File: src/design/assert_macros.svh
// ---------------------------------------------------------------------------
// assert_macros.svh
// Shared concurrent assertion macros for the SHA-1 digest block.
// ---------------------------------------------------------------------------
`ifndef ASSERT_MACROS_SVH
`define ASSERT_MACROS_SVH

// Property holds at every clock edge outside reset.
`define ASSERT_CLK(label, prop, msg) \
    label: assert property (@(posedge clk) disable iff (!rst_n) (prop)) else $error(msg);

// Antecedent in one cycle implies consequent in the next.
`define ASSERT_NEXT(label, ante, cons, msg) \
    label: assert property (@(posedge clk) disable iff (!rst_n) (ante) |=> (cons)) \
        else $error(msg);

`endif

File: src/design/sha1md_pkg.sv
// ---------------------------------------------------------------------------
// sha1md_pkg
// Types and constants shared by the SHA-1 digest modules.
// ---------------------------------------------------------------------------
`default_nettype none

package sha1md_pkg;

    typedef logic [31:0] word_t;
    typedef logic [4:0][31:0] digest_t;

    // Write request into the block buffer, one byte at a time.
    typedef struct packed {
        logic       en;
        logic [5:0] addr;
        logic [7:0] data;
    } buf_wr_t;

    // Commands from the sequencer to the round engine.
    typedef struct packed {
        logic start;
        logic init;
    } core_cmd_t;

    // Status from the round engine back to the sequencer.
    typedef struct packed {
        logic busy;
        logic done;
    } core_stat_t;

    localparam word_t K_0 = 32'h5a827999;
    localparam word_t K_1 = 32'h6ed9eba1;
    localparam word_t K_2 = 32'h8f1bbcdc;
    localparam word_t K_3 = 32'hca62c1d6;

    localparam digest_t H_INIT = {32'hc3d2e1f0, 32'h10325476, 32'h98badcfe,
                                  32'hefcdab89, 32'h67452301};

    localparam logic [7:0] PAD_MARK = 8'h80;
    localparam logic [7:0] PAD_ZERO = 8'h00;

    localparam logic [6:0] LAST_ROUND = 7'd79;
    localparam logic [2:0] LAST_WORD_IDX = 3'd4;

endpackage

`default_nettype wire

File: src/design/sha1md_if.sv
// ---------------------------------------------------------------------------
// sha1md_if
// Valid/ready channels for message bytes and digest words.
// ---------------------------------------------------------------------------
`default_nettype none

interface sha1md_msg_if;
    logic       valid;
    logic       ready;
    logic [7:0] data_byte;
    logic       byte_valid;
    logic       end_of_message;

    modport source (output valid, output data_byte, output byte_valid,
                    output end_of_message, input ready);
    modport sink (input valid, input data_byte, input byte_valid,
                  input end_of_message, output ready);
endinterface

interface sha1md_dig_if;
    logic        valid;
    logic        ready;
    logic [31:0] digest_word;
    logic [2:0]  word_index;
    logic        last_word;

    modport source (output valid, output digest_word, output word_index,
                    output last_word, input ready);
    modport sink (input valid, input digest_word, input word_index,
                  input last_word, output ready);
endinterface

`default_nettype wire

File: src/design/sha1_message_digest.sv
// ---------------------------------------------------------------------------
// sha1_message_digest
// Streaming SHA-1 hasher: byte requests in, five digest words out.
// ---------------------------------------------------------------------------
// Message bytes are taken one request per cycle and written into a 64-byte
// buffer memory. Each full block then runs through the round engine (a
// start step, 80 rounds at one per cycle, a chaining update), during
// which no request is taken. An end mark writes the padding and the 64-bit
// length into the buffer one byte per cycle, runs one or two more blocks,
// then presents the five digest words one per cycle as the sink takes them;
// the next message is taken after the last word is delivered. A request with
// neither a byte nor an end mark is taken and has no effect.
`default_nettype none

`include "assert_macros.svh"

module sha1_message_digest (
    input wire logic clk,
    input wire logic rst_n,
    sha1md_msg_if.sink   message,
    sha1md_dig_if.source digest
);
    import sha1md_pkg::*;

    localparam logic [2:0] S_IN     = 3'd0;
    localparam logic [2:0] S_PAD    = 3'd1;
    localparam logic [2:0] S_CSTART = 3'd2;
    localparam logic [2:0] S_CWAIT  = 3'd3;
    localparam logic [2:0] S_OUT    = 3'd4;

    localparam logic [1:0] P_MARK = 2'd0;
    localparam logic [1:0] P_ZERO = 2'd1;
    localparam logic [1:0] P_LEN  = 2'd2;

    logic [2:0]  state_reg, state_next;
    logic [2:0]  ret_reg, ret_next;
    logic [1:0]  mode_reg, mode_next;
    logic [5:0]  fill_reg, fill_next;
    logic [63:0] len_reg, len_next;
    logic [2:0]  idx_reg, idx_next;

    buf_wr_t    wr;
    core_cmd_t  cmd;
    core_stat_t stat;
    logic [3:0] rd_addr;
    word_t      rd_data;
    digest_t    hash;
    logic [2:0] len_sel;
    logic [7:0] pad_byte;
    logic       take_in;
    logic       take_out;

    sha1md_buffer u_buffer (
        .clk     (clk),
        .wr      (wr),
        .rd_addr (rd_addr),
        .rd_data (rd_data)
    );

    sha1md_core u_core (
        .clk     (clk),
        .rst_n   (rst_n),
        .cmd     (cmd),
        .stat    (stat),
        .rd_addr (rd_addr),
        .rd_data (rd_data),
        .digest  (hash)
    );

    assign take_in  = message.valid && message.ready;
    assign take_out = digest.valid && digest.ready;

    // Length bytes go out most significant first at offsets 56 to 63.
    assign len_sel = ~fill_reg[2:0];

    always_comb
    begin
        case (mode_reg)
            P_MARK:  pad_byte = PAD_MARK;
            P_LEN:   pad_byte = len_reg[{len_sel, 3'b000} +: 8];
            default: pad_byte = PAD_ZERO;
        endcase
    end

    // Message sequencer.
    always_comb
    begin
        state_next = state_reg;
        ret_next   = ret_reg;
        mode_next  = mode_reg;
        fill_next  = fill_reg;
        len_next   = len_reg;
        idx_next   = idx_reg;
        wr         = '0;
        cmd        = '0;
        case (state_reg)
            S_IN:
            begin
                if (take_in)
                begin
                    mode_next = P_MARK;
                    if (message.byte_valid)
                    begin
                        wr.en     = 1'b1;
                        wr.addr   = fill_reg;
                        wr.data   = message.data_byte;
                        len_next  = len_reg + 64'd8;
                        fill_next = fill_reg + 6'd1;
                        if (fill_reg == 6'd63)
                        begin
                            ret_next   = message.end_of_message ? S_PAD : S_IN;
                            state_next = S_CSTART;
                        end
                        else if (message.end_of_message)
                        begin
                            state_next = S_PAD;
                        end
                    end
                    else if (message.end_of_message)
                    begin
                        state_next = S_PAD;
                    end
                end
            end
            S_PAD:
            begin
                wr.en     = 1'b1;
                wr.addr   = fill_reg;
                wr.data   = pad_byte;
                fill_next = fill_reg + 6'd1;
                if (mode_reg != P_LEN)
                begin
                    mode_next = (fill_reg == 6'd55) ? P_LEN : P_ZERO;
                end
                if (fill_reg == 6'd63)
                begin
                    ret_next   = (mode_reg == P_LEN) ? S_OUT : S_PAD;
                    state_next = S_CSTART;
                end
            end
            S_CSTART:
            begin
                cmd.start  = 1'b1;
                state_next = S_CWAIT;
            end
            S_CWAIT:
            begin
                if (stat.done)
                begin
                    idx_next   = 3'd0;
                    state_next = ret_reg;
                end
            end
            S_OUT:
            begin
                if (take_out)
                begin
                    idx_next = idx_reg + 3'd1;
                    if (idx_reg == LAST_WORD_IDX)
                    begin
                        cmd.init   = 1'b1;
                        fill_next  = 6'd0;
                        len_next   = 64'd0;
                        state_next = S_IN;
                    end
                end
            end
            default:
            begin
                state_next = S_IN;
            end
        endcase
    end

    always_ff @(posedge clk or negedge rst_n)
    begin
        if (!rst_n)
        begin
            state_reg <= S_IN;
            ret_reg   <= S_IN;
            mode_reg  <= P_MARK;
            fill_reg  <= 6'd0;
            len_reg   <= 64'd0;
            idx_reg   <= 3'd0;
        end
        else
        begin
            state_reg <= state_next;
            ret_reg   <= ret_next;
            mode_reg  <= mode_next;
            fill_reg  <= fill_next;
            len_reg   <= len_next;
            idx_reg   <= idx_next;
        end
    end

    // Channel outputs.
    assign message.ready      = (state_reg == S_IN);
    assign digest.valid       = (state_reg == S_OUT);
    assign digest.digest_word = hash[idx_reg];
    assign digest.word_index  = idx_reg;
    assign digest.last_word   = (idx_reg == LAST_WORD_IDX);

    // Checks.
    `ASSERT_CLK(a_ready_core_idle, !message.ready || !stat.busy,
        "request taken while the round engine is busy")
    `ASSERT_CLK(a_out_in_excl, !(message.ready && digest.valid),
        "input ready while a digest word is pending")
    `ASSERT_NEXT(a_clear_after_digest, take_out && digest.last_word,
        state_reg == S_IN && fill_reg == 6'd0 && len_reg == 64'd0,
        "message state not cleared after the last digest word")

endmodule

`default_nettype wire

File: src/design/sha1md_buffer.sv
// ---------------------------------------------------------------------------
// sha1md_buffer
// 64-byte block buffer held as sixteen big-endian 32-bit words, with byte
// writes and a registered word read.
// ---------------------------------------------------------------------------
`default_nettype none

module sha1md_buffer (
    input  wire logic              clk,
    input  wire sha1md_pkg::buf_wr_t wr,
    input  wire logic [3:0]        rd_addr,
    output logic [31:0]            rd_data
);
    import sha1md_pkg::*;

    word_t      mem [16];
    word_t      rd_data_reg;
    logic [1:0] lane;

    // Byte 0 of a word is its most significant byte.
    assign lane = ~wr.addr[1:0];

    // Byte-lane write.
    always_ff @(posedge clk)
    begin
        if (wr.en)
        begin
            mem[wr.addr[5:2]][{lane, 3'b000} +: 8] <= wr.data;
        end
    end

    // Registered word read.
    always_ff @(posedge clk)
    begin
        rd_data_reg <= mem[rd_addr];
    end

    assign rd_data = rd_data_reg;

endmodule

`default_nettype wire

File: src/design/sha1md_core.sv
// ---------------------------------------------------------------------------
// sha1md_core
// SHA-1 round engine: one round per cycle over 80 rounds, a rolling
// 16-word schedule and the five chaining words.
// ---------------------------------------------------------------------------
`default_nettype none

module sha1md_core (
    input  wire logic                  clk,
    input  wire logic                  rst_n,
    input  wire sha1md_pkg::core_cmd_t cmd,
    output sha1md_pkg::core_stat_t     stat,
    output logic [3:0]                 rd_addr,
    input  wire logic [31:0]           rd_data,
    output sha1md_pkg::digest_t        digest
);
    import sha1md_pkg::*;

    localparam logic [1:0] C_IDLE  = 2'd0;
    localparam logic [1:0] C_ROUND = 2'd1;
    localparam logic [1:0] C_FINAL = 2'd2;

    logic [1:0] state_reg, state_next;
    logic [6:0] round_reg, round_next;
    digest_t    hash_reg, hash_next;
    word_t      a_reg, b_reg, c_reg, d_reg, e_reg;
    word_t      w_reg [16];
    word_t      mix, wt, f, k, tmp;

    // Schedule word: from the buffer for the first sixteen rounds.
    assign mix = w_reg[13] ^ w_reg[8] ^ w_reg[2] ^ w_reg[0];
    assign wt  = (round_reg < 7'd16) ? rd_data : {mix[30:0], mix[31]};

    // Round function and constant by round group.
    always_comb
    begin
        if (round_reg < 7'd20)
        begin
            f = (b_reg & c_reg) | (~b_reg & d_reg);
            k = K_0;
        end
        else if (round_reg < 7'd40)
        begin
            f = b_reg ^ c_reg ^ d_reg;
            k = K_1;
        end
        else if (round_reg < 7'd60)
        begin
            f = (b_reg & c_reg) | (b_reg & d_reg) | (c_reg & d_reg);
            k = K_2;
        end
        else
        begin
            f = b_reg ^ c_reg ^ d_reg;
            k = K_3;
        end
    end

    assign tmp = {a_reg[26:0], a_reg[31:27]} + f + e_reg + k + wt;

    // Buffer read address runs one word ahead of the round.
    assign rd_addr = (state_reg == C_ROUND) ? (round_reg[3:0] + 4'd1) : 4'd0;

    // Sequencing of rounds and the final chaining update.
    always_comb
    begin
        state_next = state_reg;
        round_next = round_reg;
        hash_next  = hash_reg;
        case (state_reg)
            C_IDLE:
            begin
                round_next = 7'd0;
                if (cmd.start)
                begin
                    state_next = C_ROUND;
                end
            end
            C_ROUND:
            begin
                round_next = round_reg + 7'd1;
                if (round_reg == LAST_ROUND)
                begin
                    state_next = C_FINAL;
                end
            end
            C_FINAL:
            begin
                hash_next[0] = hash_reg[0] + a_reg;
                hash_next[1] = hash_reg[1] + b_reg;
                hash_next[2] = hash_reg[2] + c_reg;
                hash_next[3] = hash_reg[3] + d_reg;
                hash_next[4] = hash_reg[4] + e_reg;
                state_next   = C_IDLE;
            end
            default:
            begin
                state_next = C_IDLE;
            end
        endcase
        if (cmd.init)
        begin
            hash_next = H_INIT;
        end
    end

    always_ff @(posedge clk or negedge rst_n)
    begin
        if (!rst_n)
        begin
            state_reg <= C_IDLE;
            round_reg <= 7'd0;
            hash_reg  <= H_INIT;
        end
        else
        begin
            state_reg <= state_next;
            round_reg <= round_next;
            hash_reg  <= hash_next;
        end
    end

    // Working variables and schedule window.
    always_ff @(posedge clk)
    begin
        if (state_reg == C_IDLE && cmd.start)
        begin
            a_reg <= hash_reg[0];
            b_reg <= hash_reg[1];
            c_reg <= hash_reg[2];
            d_reg <= hash_reg[3];
            e_reg <= hash_reg[4];
        end
        else if (state_reg == C_ROUND)
        begin
            a_reg <= tmp;
            b_reg <= a_reg;
            c_reg <= {b_reg[1:0], b_reg[31:2]};
            d_reg <= c_reg;
            e_reg <= d_reg;
            for (int i = 0; i < 15; i++)
            begin
                w_reg[i] <= w_reg[i + 1];
            end
            w_reg[15] <= wt;
        end
    end

    assign stat.busy = (state_reg != C_IDLE);
    assign stat.done = (state_reg == C_FINAL);
    assign digest    = hash_reg;

endmodule

`default_nettype wire
File: src/flat_wrapper.sv
// flat-port wrapper written by rule: the top's interface ports become plain ports
module sha1_message_digest_flat import sha1md_pkg::*;
  (clk, rst_n, message_valid, message_data_byte, message_byte_valid, message_end_of_message, message_ready, digest_valid, digest_digest_word, digest_word_index, digest_last_word, digest_ready);
  sha1md_msg_if message_i ();
  sha1md_dig_if digest_i ();
  input wire logic clk;
  input wire logic rst_n;
  input wire logic [$bits(message_i.valid)-1:0] message_valid;
  input wire logic [$bits(message_i.data_byte)-1:0] message_data_byte;
  input wire logic [$bits(message_i.byte_valid)-1:0] message_byte_valid;
  input wire logic [$bits(message_i.end_of_message)-1:0] message_end_of_message;
  output wire logic [$bits(message_i.ready)-1:0] message_ready;
  output wire logic [$bits(digest_i.valid)-1:0] digest_valid;
  output wire logic [$bits(digest_i.digest_word)-1:0] digest_digest_word;
  output wire logic [$bits(digest_i.word_index)-1:0] digest_word_index;
  output wire logic [$bits(digest_i.last_word)-1:0] digest_last_word;
  input wire logic [$bits(digest_i.ready)-1:0] digest_ready;
  assign message_i.valid = message_valid;
  assign message_i.data_byte = message_data_byte;
  assign message_i.byte_valid = message_byte_valid;
  assign message_i.end_of_message = message_end_of_message;
  assign message_ready = message_i.ready;
  assign digest_valid = digest_i.valid;
  assign digest_digest_word = digest_i.digest_word;
  assign digest_word_index = digest_i.word_index;
  assign digest_last_word = digest_i.last_word;
  assign digest_i.ready = digest_ready;
  sha1_message_digest u_core (.clk(clk), .rst_n(rst_n), .message(message_i), .digest(digest_i));
endmodule
File: config.mk
export PLATFORM = sky130hd
export DESIGN_NAME = sha1_message_digest_flat
export DESIGN_NICKNAME = d
export VERILOG_FILES = /design/src/design/sha1md_pkg.sv /design/src/design/sha1md_if.sv /design/src/design/sha1_message_digest.sv /design/src/design/sha1md_buffer.sv /design/src/design/sha1md_core.sv /design/src/flat_wrapper.sv
export VERILOG_INCLUDE_DIRS = /design/src /design/src/design
export SDC_FILE = /design/constraint.sdc
export NUM_CORES = 2
export LEC_CHECK = 0
export ABC_CLOCK_PERIOD_IN_PS = 15000
export BUFFER_PORTS_ARGS = -buffer_cell sky130_fd_sc_hd__buf_4
export CORE_AREA = 4 4 503 505
export DETAILED_ROUTE_END_ITERATION = 6
export DIE_AREA = 0 0 507 509
export GPL_TIMING_DRIVEN = 0
export PLACE_DENSITY = 0.47
export RECOVER_POWER = 100
export SYNTH_ARGS = -nofsm -noshare
export SYNTH_HDL_FRONTEND = slang
export SYNTH_HIERARCHICAL = 1
export SYNTH_SLANG_ARGS = --single-unit
File: constraint.sdc
create_clock -name clk -period 15 [get_ports clk]
set_clock_uncertainty 0.05 [all_clocks]
set_input_delay 0.75 -clock clk [delete_from_list [all_inputs] [get_ports clk]]
set_output_delay 0.75 -clock clk [all_outputs]
set_load 0.05 [all_outputs]
# After elaboration in Yosys (flattened, before gate mapping)
# Memory sizes are Yosys's and may differ from the RTL's. A register that Yosys moved wholly into a read port is not among the register bits.
# Cells that the tools add are included.
[word_totals]
regBits = 410
ram_bits = 1024
in_bits = 14
out_inout_bits = 38
wordCells = 172
n_memories = 2
[classes]
addsub = 15
n_lt_le_gt_ge = 5
n_eq_ne = 22
n_shift = 3
muxes = 72
n_bitwise = 15
reduce_logical = 20
[memory_table]
columns = ["name", "words", "word_bits", "read_ports", "rd_ports_with_merged_regs", "write_ports", "line_no", "text"]
rows = [
  ["u_core.u_buffer.mem", 16, 32, 1, 1, 1, "sha1md_buffer.sv:16", "word_t mem [16];"],
  ["u_core.u_core.w_reg", 16, 32, 16, 0, 16, "sha1md_core.sv:27", "word_t w_reg [16];"],
]
[op_table]
columns = ["cell", "count"]
rows = [
  ["two-way mux 32 bit", 18],
  ["two-way mux 160 bit", 2],
  ["adder 32 bit", 9],
  ["two-way mux 64 bit", 4],
  ["XOR 32 bit", 5],
  ["bitwise AND 32 bit", 4],
  ["case mux 64 bit (2 select lines)", 1],
  ["binary-select mux 32 bit (select 3 bit)", 1],
  ["OR 32 bit", 3],
  ["adder 64 x 4 -> 64 bit (second input constant)", 1],
  ["variable part select 64 x 7 -> 8 bit", 1],
  ["two-way mux 3 bit", 15],
  ["NOT 32 bit", 1],
  ["variable shift 8 x 7 -> 32 bit (first input constant)", 1],
  ["variable part select 8 x 7 -> 32 bit", 1],
  ["two-way mux 31 bit", 1],
  ["two-way mux 15 bit", 2],
  ["case mux 15 bit (2 select lines)", 1],
  ["two-way mux 6 bit", 4],
  ["AND reduction 5 bit", 4],
  ["!= test 2 bit (second input constant)", 9],
  ["case mux 6 bit (3 select lines)", 1],
  ["case mux 8 bit (2 select lines)", 1],
  ["case mux 3 bit (5 select lines)", 1],
  ["other kinds (31)", 61],
]

# Logic depth before layout (Yosys ltp)
[depth]
word_depth = 12
depth_mapped = 25
mapped_depth_nobuf = 22

# Cells and area by module
# The synthesis kept the hierarchy.
[modules_own_cells]
columns = ["module", "n_inst", "cells_each", "area_each_um2", "seq_area_each_um2"]
rows = [
  ["sha1md_core", 1, 3605, 42893.6, 24508.5],
  ["sha1md_buffer", 1, 952, 20410.8, 16015.4],
  ["sha1_message_digest", 1, 697, 5979.5, 1926.8],
]

# Worst setup path before layout
# OpenSTA, ideal clock, no wires.
[synth_timing]
kind = "flip-flop to flip-flop"
from = "register u_core.u_core.state_reg[1]"
to = "register u_core.u_buffer.rd_data_reg[0] (netlist: u_core/u_buffer/rd_data[0]) (read register of u_core.u_buffer.mem)"
setup_ns = 0.120
arrival_ns = 12.707
t_required_ns = 14.830
setup_slack_ns = 2.123
path_stages_with_launch = 11
n_path_buf = 4
period_less_slack_ns = 12.877
cell_sequence = "dfrtp_1 -> clkbuf_1 -> nand2b_1 -> inv_1 -> and2_1 -> buf_4 -> buf_2 -> buf_1 -> mux4_2 -> a22oi_1 -> nand2_1"
[synth_via]
elab_chain_cells = 2
[synth_lines]
columns = ["element", "line_no", "text"]
rows = [
  ["from (decl)", "sha1md_core.sv:23", "logic [1:0] state_reg, state_next;"],
  ["from (signal assigned)", "sha1md_core.sv:117", "state_reg <= state_next;"],
  ["equality test 2 x 1 -> 1 bit", "sha1md_core.sv:62", "assign rd_addr = (state_reg == C_ROUND) ? (round_reg[3:0] + 4'd1) : 4'd0;"],
  ["two-way mux 4 bit", "sha1md_core.sv:62", ""],
  ["named net u_core.rd_addr[1]", "sha1_message_digest.sv:45", "logic [3:0] rd_addr;"],
  ["to (decl)", "sha1md_buffer.sv:17", "word_t rd_data_reg;"],
]
# The timed path passes the listed nets, and every way through them passes these cells.
# A chain may end at the register's enable or synchronous reset.

==> flow_results.xml <==
<?xml version="1.0" encoding="UTF-8"?>
<metrics>
  <group name="job">
    <metric name="max_cap_violations" unit="">17</metric>
  </group>
  <group name="critical_path">
    <metric name="timing.critical_path.fanout_max" unit="">77</metric>
    <metric name="worstPathBufferInverterCount" unit="">4</metric>
    <metric name="crit_required" unit="ns">14.94</metric>
    <metric name="critical_path.cell_chain" unit="">dlygate4sd3_1 -&gt; clkbuf_1 -&gt; clkbuf_1 -&gt; clkbuf_1</metric>
    <metric name="setup.worst_path.class" unit="">in -&gt; async</metric>
    <metric name="crit_top_cell" unit="">sky130_fd_sc_hd__clkbuf_1</metric>
    <metric name="end_kind" unit="">asynchronous set/reset pin</metric>
    <metric name="timing.critical_path.max_delay_family" unit="">buffers and inverters</metric>
    <metric name="r2r_slack" unit="ns">4.42</metric>
    <metric name="critPathLaunchType" unit="">input port</metric>
    <metric name="crit_path_max_incr_delay" unit="ns">3.52</metric>
    <metric name="critical_path.slowest_cell" unit="">sky130_fd_sc_hd__clkbuf_1</metric>
    <metric name="critical_path_arrival" unit="ns">10.57</metric>
  </group>
  <group name="timing">
    <metric name="max_clock_freq" unit="GHz">0.0941</metric>
    <metric name="tightestPinTransition" unit="ns">5.58</metric>
    <metric name="grt_setup_unrepaired" unit="">no</metric>
    <metric name="timing.final.setup_violations" unit="">0</metric>
    <metric name="final-hold-violation-count" unit="">0</metric>
    <metric name="post-route-min-period" unit="ns">10.63</metric>
    <metric name="finalHoldWorstSlack" unit="ns">0.200</metric>
    <metric name="setup_tns" unit="ns">0</metric>
    <metric name="fin_max_slew_vios" unit="">731</metric>
    <metric name="final.period_utilization" unit="%">70.9</metric>
    <metric name="timing.max_slew.rel_slack" unit="%">-272</metric>
  </group>
  <group name="finish">
    <metric name="number_of_nets_in_the_layout" unit="">5829</metric>
    <metric name="share_of_layout_cells_above_drive_strength_1" unit="%">9.79</metric>
    <metric name="final_core_util" unit="%">31.9</metric>
    <metric name="regArea" unit="um2">42500</metric>
    <metric name="layout.cells.non_filler" unit="">8963</metric>
    <metric name="final_common_cell" unit="">sky130_fd_sc_hd__edfxtp_1</metric>
    <metric name="fillerInstances" unit="">25012</metric>
    <metric name="most-common-layout-cells" unit="">sky130_fd_sc_hd__edfxtp_1, sky130_fd_sc_hd__nand2_1, sky130_fd_sc_hd__nor2_1</metric>
    <metric name="area_overhead_of_the_layout_relative_to_synthesis" unit="%">14.4</metric>
    <metric name="multi_input_area" unit="um2">24900</metric>
  </group>
  <group name="status">
    <metric name="failed_checks" unit="">capacitance limit, slew limit</metric>
    <metric name="outcome" unit="">finished, violations left</metric>
  </group>
  <group name="clocking">
    <metric name="clockBufferDepth" unit="">3</metric>
    <metric name="cts_tree" unit="">yes</metric>
    <metric name="clk_latency" unit="ns">0.84</metric>
    <metric name="cts.clk_slew.worst_paths" unit="ns">0.06</metric>
    <metric name="clock_sink_count" unit="">1462</metric>
    <metric name="cts_hold_buffers" unit="">1</metric>
    <metric name="cts.htree.levels" unit="">4</metric>
    <metric name="post_cts_resized" unit="">0</metric>
    <metric name="postCtsSetupBuffers" unit="">0</metric>
    <metric name="numCtsBuffers" unit="">166</metric>
    <metric name="clock_tree.root_cell" unit="">sky130_fd_sc_hd__clkbuf_16</metric>
  </group>
  <group name="logic_synthesis">
    <metric name="synth_area" unit="um2">69300</metric>
    <metric name="yosys_warnings" unit="">6</metric>
    <metric name="syn-instance-count" unit="">5253</metric>
    <metric name="postSynthAreaPerCell" unit="um2">13.2</metric>
    <metric name="synth.net_count" unit="">5595</metric>
  </group>
  <group name="floorplanning">
    <metric name="top_level_ports" unit="">52</metric>
    <metric name="fp.dieArea" unit="um2">258000</metric>
    <metric name="floorplan.die.width" unit="um">507</metric>
    <metric name="row_count" unit="">183</metric>
    <metric name="die_height" unit="um">509</metric>
    <metric name="core" unit="um2">248000</metric>
    <metric name="initial_utilization" unit="%">27.9</metric>
  </group>
  <group name="route">
    <metric name="route.antenna.remaining_nets" unit="">0</metric>
    <metric name="route.detailed.drc" unit="">0</metric>
    <metric name="detailed_routing_iterations_pass_1" unit="">7</metric>
    <metric name="detailroute.via_count" unit="">44972</metric>
    <metric name="drt_total_wl" unit="um">216000</metric>
    <metric name="routedWlPerCell" unit="um">24.2</metric>
    <metric name="vias_per_cell" unit="">5.02</metric>
    <metric name="drt_iter0_markers" unit="">4151</metric>
  </group>
  <group name="global_routing">
    <metric name="first_global_vias" unit="">43413</metric>
    <metric name="grt_start_max_net_pins" unit="">140</metric>
    <metric name="total_grt_overflow" unit="">0</metric>
    <metric name="globalRouteTotalUtil" unit="%">16.4</metric>
    <metric name="grt_first_pass_wirelength" unit="um">310000</metric>
    <metric name="antenna_found_initial" unit="">17</metric>
  </group>
  <group name="place">
    <metric name="gp_routability_congestion" unit="">0.918</metric>
    <metric name="post-dp-hpwl" unit="um">156000</metric>
    <metric name="dpl.cell_count" unit="">8647</metric>
    <metric name="io_buffer_count" unit="">51</metric>
  </group>
  <group name="power_and_ir_drop">
    <metric name="power.leakage" unit="nW">28.3</metric>
    <metric name="cellPowerDensity" unit="nW/um2">179</metric>
    <metric name="vdd_drop_max" unit="mV">0.136</metric>
  </group>
  <group name="min_path">
    <metric name="hold_path.class" unit="">in -&gt; reg</metric>
  </group>
</metrics>
stage by stage:
step	power, mW	worst slack (ns)	instance area [um2]
after detailed placement	10.2	5.39	74200
after CTS	14.3	5.35	79600
after floorplan	8.81	2.12	69300
after global placement	10.3	-2.54	73800
final	14.2	4.37	79300
after global routing	15.0	2.50	79200
where the power goes:
| group | leakage (nW) | switching, mW | internal (mW) |
|---|---|---|---|
| registers | 13.9 | 0.282 | 5.08 |
| clock network | 2.64 | 1.74 | 2.28 |
| logic | 11.7 | 3.09 | 1.69 |
| total | 28.3 | 5.12 | 9.05 |
area by class of cell:
class                   count  share of cell area [%]
diodes                      5                  0.0158
plain buffers             208                    1.06
clock buffers             212                    5.62
clock inverters            97                    1.22
inverters                 276                    1.31
multi-input cells        3307                    31.5
flip-flops and latches   1462                    53.6
well taps                3330                    5.26
repair buffers             66                   0.489
final timing paths:
| path | from | endpoint | cells after the start |
|---|---|---|---|
| setup / recovery | rst_n | u_core/len_reg[8] | 4 |
| hold / removal | digest_ready | u_core/digest.word_index[1] | 3 |
| setup reg to reg | u_core/u_core/state_reg[1] | u_core/u_core/w_reg[0][104] | 5 |
| hold reg to reg | u_core/u_core/w_reg[0][220] | u_core/u_core/w_reg[0][188] | 0 |
| max in group clk | u_core/u_core/state_reg[1] | u_core/u_core/w_reg[0][104] | 5 |
| min in group asynchronous | rst_n | u_core/u_core/digest[99] | 2 |
tightest hold or removal path: stages:
cell	delay, ns
sky130_fd_sc_hd__buf_4	0.13
sky130_fd_sc_hd__nand3_1	0.08
sky130_fd_sc_hd__nand2_1	0.06
layer usage:
metal,vias up,wire (um),GRT usage [%]
met5,-,28,0
met4,4,6940,5.27
met1,23016,100000,23.8
li1,20013,-,-
met2,1606,95800,24.9
met3,333,13200,2.84
Note: power is estimated with default switching activity, not from simulation.
